`src/rtl/bsa_ram.sv`:
```
// ---------------------------------------------------------------------------
// bsa_ram
// Simple dual-port RAM: one write port, one read port with registered data.
// ---------------------------------------------------------------------------
`timescale 1ns / 1ps

module bsa_ram #(
  parameter int unsigned WIDTH = 8,
  parameter int unsigned DEPTH = 512
) (
  input  logic                     clk,
  input  logic                     wr_en,
  input  logic [$clog2(DEPTH)-1:0] wr_addr,
  input  logic [WIDTH-1:0]         wr_data,
  input  logic [$clog2(DEPTH)-1:0] rd_addr,
  output logic [WIDTH-1:0]         rd_data
);

  logic [WIDTH-1:0] mem [DEPTH];

  always_ff @(posedge clk) begin
    if (wr_en) begin
      mem[wr_addr] <= wr_data;
    end
    rd_data <= mem[rd_addr];
  end

endmodule

```
`config.mk`:
```
export PLATFORM = sky130hd
export DESIGN_NAME = bsa_ram
export DESIGN_NICKNAME = d
export VERILOG_FILES = /design/src/rtl/bsa_ram.sv
export SDC_FILE = /design/constraint.sdc
export NUM_CORES = 2
export LEC_CHECK = 0
export BUFFER_PORTS_ARGS = -buffer_cell sky130_fd_sc_hd__buf_2
export CORE_MARGIN = 3
export CORE_UTILIZATION = 63
export DETAILED_ROUTE_END_ITERATION = 8
export PLACE_DENSITY_LB_ADDON = 0.1
export SLEW_MARGIN = 40
export SYNTH_ARGS = -nofsm -noshare
export SYNTH_HDL_FRONTEND = slang
export SYNTH_SLANG_ARGS = --single-unit
```
`constraint.sdc`:
```
create_clock -name clk -period 3.3 [get_ports clk]
set_input_delay 0.66 -clock clk [delete_from_list [all_inputs] [get_ports clk]]
set_output_delay 0.66 -clock clk [all_outputs]
set_load 0.02 [all_outputs]
```
=== Word-level counts from Yosys, hierarchy flattened ===
Memories as Yosys holds them, arrays and structs flattened. A register that Yosys moved wholly into a read port is not among the register bits.
Index checks and enable logic that the tools add are counted.
W data, S select, Z words.

* Input port bits: 28
* Memory bits (writable): 4096
* Memories: 1
* Word-level logic and storage cells: 3
* Register bits after elaboration: 0
* Output and inout bits: 8

{| class="wikitable"
|+ Memories
! name !! depth !! width !! rd ports !! clocked after memory_dff !! write ports !! RTL line !! source
|-
| mem || 512 || 8 || 1 || 1 || 1 || 19 || <nowiki>logic [WIDTH-1:0] mem [DEPTH];</nowiki>
|}

* Multiplexer cells: 2

{| class="wikitable"
|+ Operators with widths
! operator !! count
|-
| $mux W1 || 2
|}

=== Longest topological paths before layout ===
* Depth after elaboration: 2
* Gate-level depth with buffers: 12
* Depth with buffers taken out: 7

=== Least setup slack after synthesis ===
No wires, ideal clock.

* Path type: input port to flip-flop
* Start point: input rd_addr[0]
* End point: register rd_data[0] (read register of mem)
* Cell stages on the path: 10
* Buffers on the path: 4
* Path slack: 668 ps
* Arrival: 2514 ps
* Data required time: 3182 ps
* Cell sequence: buf_4 -> buf_12 -> buf_12 -> buf_2 -> mux4_2 -> o21ai_0 -> nand3_1 -> nand4_1 -> o21ai_0 -> o2111a_1

{| class="wikitable"
|+ RTL lines
! element !! RTL line !! source
|-
| from (decl) || 15 || <nowiki>input logic [$clog2(DEPTH)-1:0] rd_addr,</nowiki>
|-
| to (decl) || 16 || <nowiki>output logic [WIDTH-1:0] rd_data</nowiki>
|}

==> flow_summary.yaml <==
worst_setup_path:
  cp.required_ns: 4.24
  start_kind: "input port"
  r2r_cells: 11
  r2r_end: "rd_data[3]"
  end_kind: "flop"
  r2r-start: "mem[259][3]"
  worst-setup-path-type: "input port to flop"
  regToRegSetupSlack_ns: 0.53
  critical_path.startpoint: "rd_addr[0]"
  cp_data_arrival_time_ns: 3.92
  crit_fanout: 17
  crit_end: "rd_data[6]"
timing:
  rsz0062_at_grt: "false"
  final_hold_viol_count: 0
  worstMarginPinSlew_ns: 0.8843
  timing.final.crit_share_pct: 90.44
  slew_violations: 0
  fin_crit_ns: 2.985
  setup_ws_ns: 0.3154
  finalSetupViolations: 0
  clock_skew_ns: 0.04555
  tns_ns: 0
  slew_headroom_pct: 41.05
  fmaxAchievable_mhz: 335.1
floorplan:
  rows: 184
  die-area_sq_mm: 0.2599
  start_util_pct: 63.50
  core_sq_mm: 0.2519
  io-pin-count: 36
  die_y_um: 509.8
  dieWidth_um: 509.8
grt:
  grt_first_pass_wirelength_mm: 613.0
  grt_pass1_vias: 86600
  antenna_found_initial: 22
  grt_max_degree: 135
  grt_usage_pct: 33.01
  overflow: 0
detailed_routing:
  top_layer_used: "met5"
  ant_nets: 0
  wl_mm: 425.0
  wl_met3_mm: 49.61
  firstDrtPassIters: 6
  met1_length_mm: 159.2
  drc_errors: 0
  detail_route.wl_per_cell_um: 32.89
  num_vias: 87420
  avgViaCountPerCell: 6.766
  dr_wl_met2_mm: 198.8
  drt_iter0_drc: 12370
finish:
  drive_gt1_share_pct: 26.97
  final_nets: 9275
  area_growth_pct: 16.42
  stdcell_count: 12920
pwr:
  pwr-share-clk_pct: 41.3
  p_switching_mw: 22.82
  p_per_area_mw_per_mm2: 581.5
  seqPwrFrac_pct: 53.1
  p_sw_share_pct: 21.08
  pwr-share-comb_pct: 5.6
  p_leak_nw: 61.85
  max-vdd-ir-drop_mv: 0.4843
  p_int_mw: 85.44
outcome:
  outcome: "completed"
clock_network:
  clk_path_buf_depth: 4
  clock_latency_ns: 0.99
  postCtsResizedCells: 0
  tritoncts: "built"
  cts_root_buf: "clkbuf_16"
  clk_pin_slew_worst_paths_ns: 0.07
  post_cts_buffers: 0
  cts_hold_buf: 0
  numCtsBuffers: 407
  htreeDepth: 5
  clock-sinks: 4104
logic_synthesis:
  ys_warn_count: 0
  syn_inst: 8030
  netlist_area_sq_mm: 0.1599
  synth-edff-count: 4096
  async_flop_share_pct: 0
  synth-seq-cells: 4104
  synth-seq-area-share_pct: 77.01
  ys_types: 51
  synth_ff_type: "edfxtp_1"
  syn_avg_cell_area_sq_um: 19.92
  syn-num-nets: 8058
placement:
  dp_hpwl_mm: 271.9
  pre_cts_slack_ns: -0.6313
  placed_cells: 12190
  io_buffers: 35
  globalplace.congestion: 0.9455
job:
  drv_cap: 0
worst_hold_path:
  hold_class: "input port to flop"
==> cell type report <==
class	count	area, sq um
inverters	3	18.77
flip-flops and latches	4104	123200
clock inverters	245	2238
multi-input cells	3410	34040
well taps	3348	4189
clock buffers	474	10480
diodes	17	42.54
repair buffers	1321	12020
fillers	14430	65680
==> layer usage <==
metal	global-route usage, %	up-vias
met4	11.86	4
met3	7.526	871
li1	-	35880
met1	48.09	45160
met5	0	-
met2	50.12	5510
==> stage by stage <==
step / hold WS (ns) / area [sq um] / utilization (%) / total power [mW]
floorplan: 0.7589 / 159900 / - / 61.29
global placement: 1.084 / 173400 / 68.84 / 64.42
detailed placement: 1.088 / 173400 / 68.85 / 64.52
CTS: 0.03378 / 186100 / 73.90 / 108.6
global route: 0.04529 / 186200 / 73.91 / 110.9
finish: 0.08266 / 186200 / 73.92 / 108.3
==> worst min-delay path by stage <==
stage,startpoint,to,depth (start not counted)
CTS,wr_data[3],mem[325][3],1
detailed placement,wr_data[1],mem[265][1],1
finish,wr_data[1],mem[267][1],1
floorplan,wr_data[0],mem[0][0],0
global placement,wr_data[3],mem[320][3],1
global route,wr_data[1],mem[265][1],1
==> cell families after synthesis <==
| logic type | share of synthesized area (%) |
|---|---|
| flops | 77.01 |
| mux | 14.20 |
| simple gates | 2.631 |
| compound gates | 4.313 |
| buf+inv | 1.849 |
==> worst max-delay path: stages <==
cell and delay [ns]:
buf_12 0.17, buf_12 0.21, buf_4 0.31, buf_12 0.22
buf_4 0.20, mux2i_1 0.09, o221ai_1 0.40, nor3_1 0.12
nor3_1 0.23, nand3_1 0.22, o21ai_0 0.63, buf_4 0.22
o2111a_1 0.19
==> registers in the layout, summed over array words and instances, names as in the netlist <==
register,count
mem,4096
rd_data,8
==> power by group through the flow <==
stage	combinational (mW)	clock, mW	sequential, mW
finish	6.06	44.7	57.5
global route	6.29	47.2	57.4
CTS	5.99	45.1	57.5
detailed placement	5.95	0	58.6
global placement	5.85	0	58.6
floorplan	2.73	0	58.6
==> layout by cell type, fill, tap and decap left out, types with 35 or more instances in the layout <==
cell	count
a21oi_1	194
a22oi_1	61
buf_12	166
buf_4	1121
bufinv_16	41
clkbuf_1	65
clkbuf_16	409
clkinv_1	99
clkinv_2	77
edfxtp_1	4096
mux2i_1	797
mux4_2	654
nand2_1	97
nor2_1	587
nor3_1	108
nor4_1	35
o21ai_0	116
o221ai_1	371
o22ai_1	163
==> cells in the mapped netlist (6+ instances only) <==
cell type / number / area [sq um]
a211oi_1: 17 / 127.6
a21oi_1: 194 / 970.9
a22oi_1: 61 / 457.9
and2_1: 20 / 125.1
buf_1: 41 / 153.9
buf_2: 57 / 285.3
buf_4: 70 / 525.5
buf_6: 64 / 720.7
buf_8: 11 / 165.2
clkbuf_1: 265 / 994.7
dfxtp_1: 8 / 160.2
edfxtp_1: 4096 / 123000
mux2i_1: 797 / 7978
mux4_2: 654 / 14730
nand2_1: 111 / 416.7
nand3_1: 36 / 180.2
nand4_1: 32 / 200.2
nor2_1: 597 / 2241
nor2b_1: 6 / 37.54
nor3_1: 109 / 545.5
nor3b_1: 8 / 60.06
nor4_1: 36 / 225.2
o2111a_1: 8 / 90.09
o21ai_0: 118 / 590.6
o221ai_1: 371 / 3249
o22ai_1: 163 / 1020
o31ai_1: 13 / 97.59
o41ai_1: 7 / 61.31
or3_1: 6 / 37.54
(Power assumes the default switching activity.)
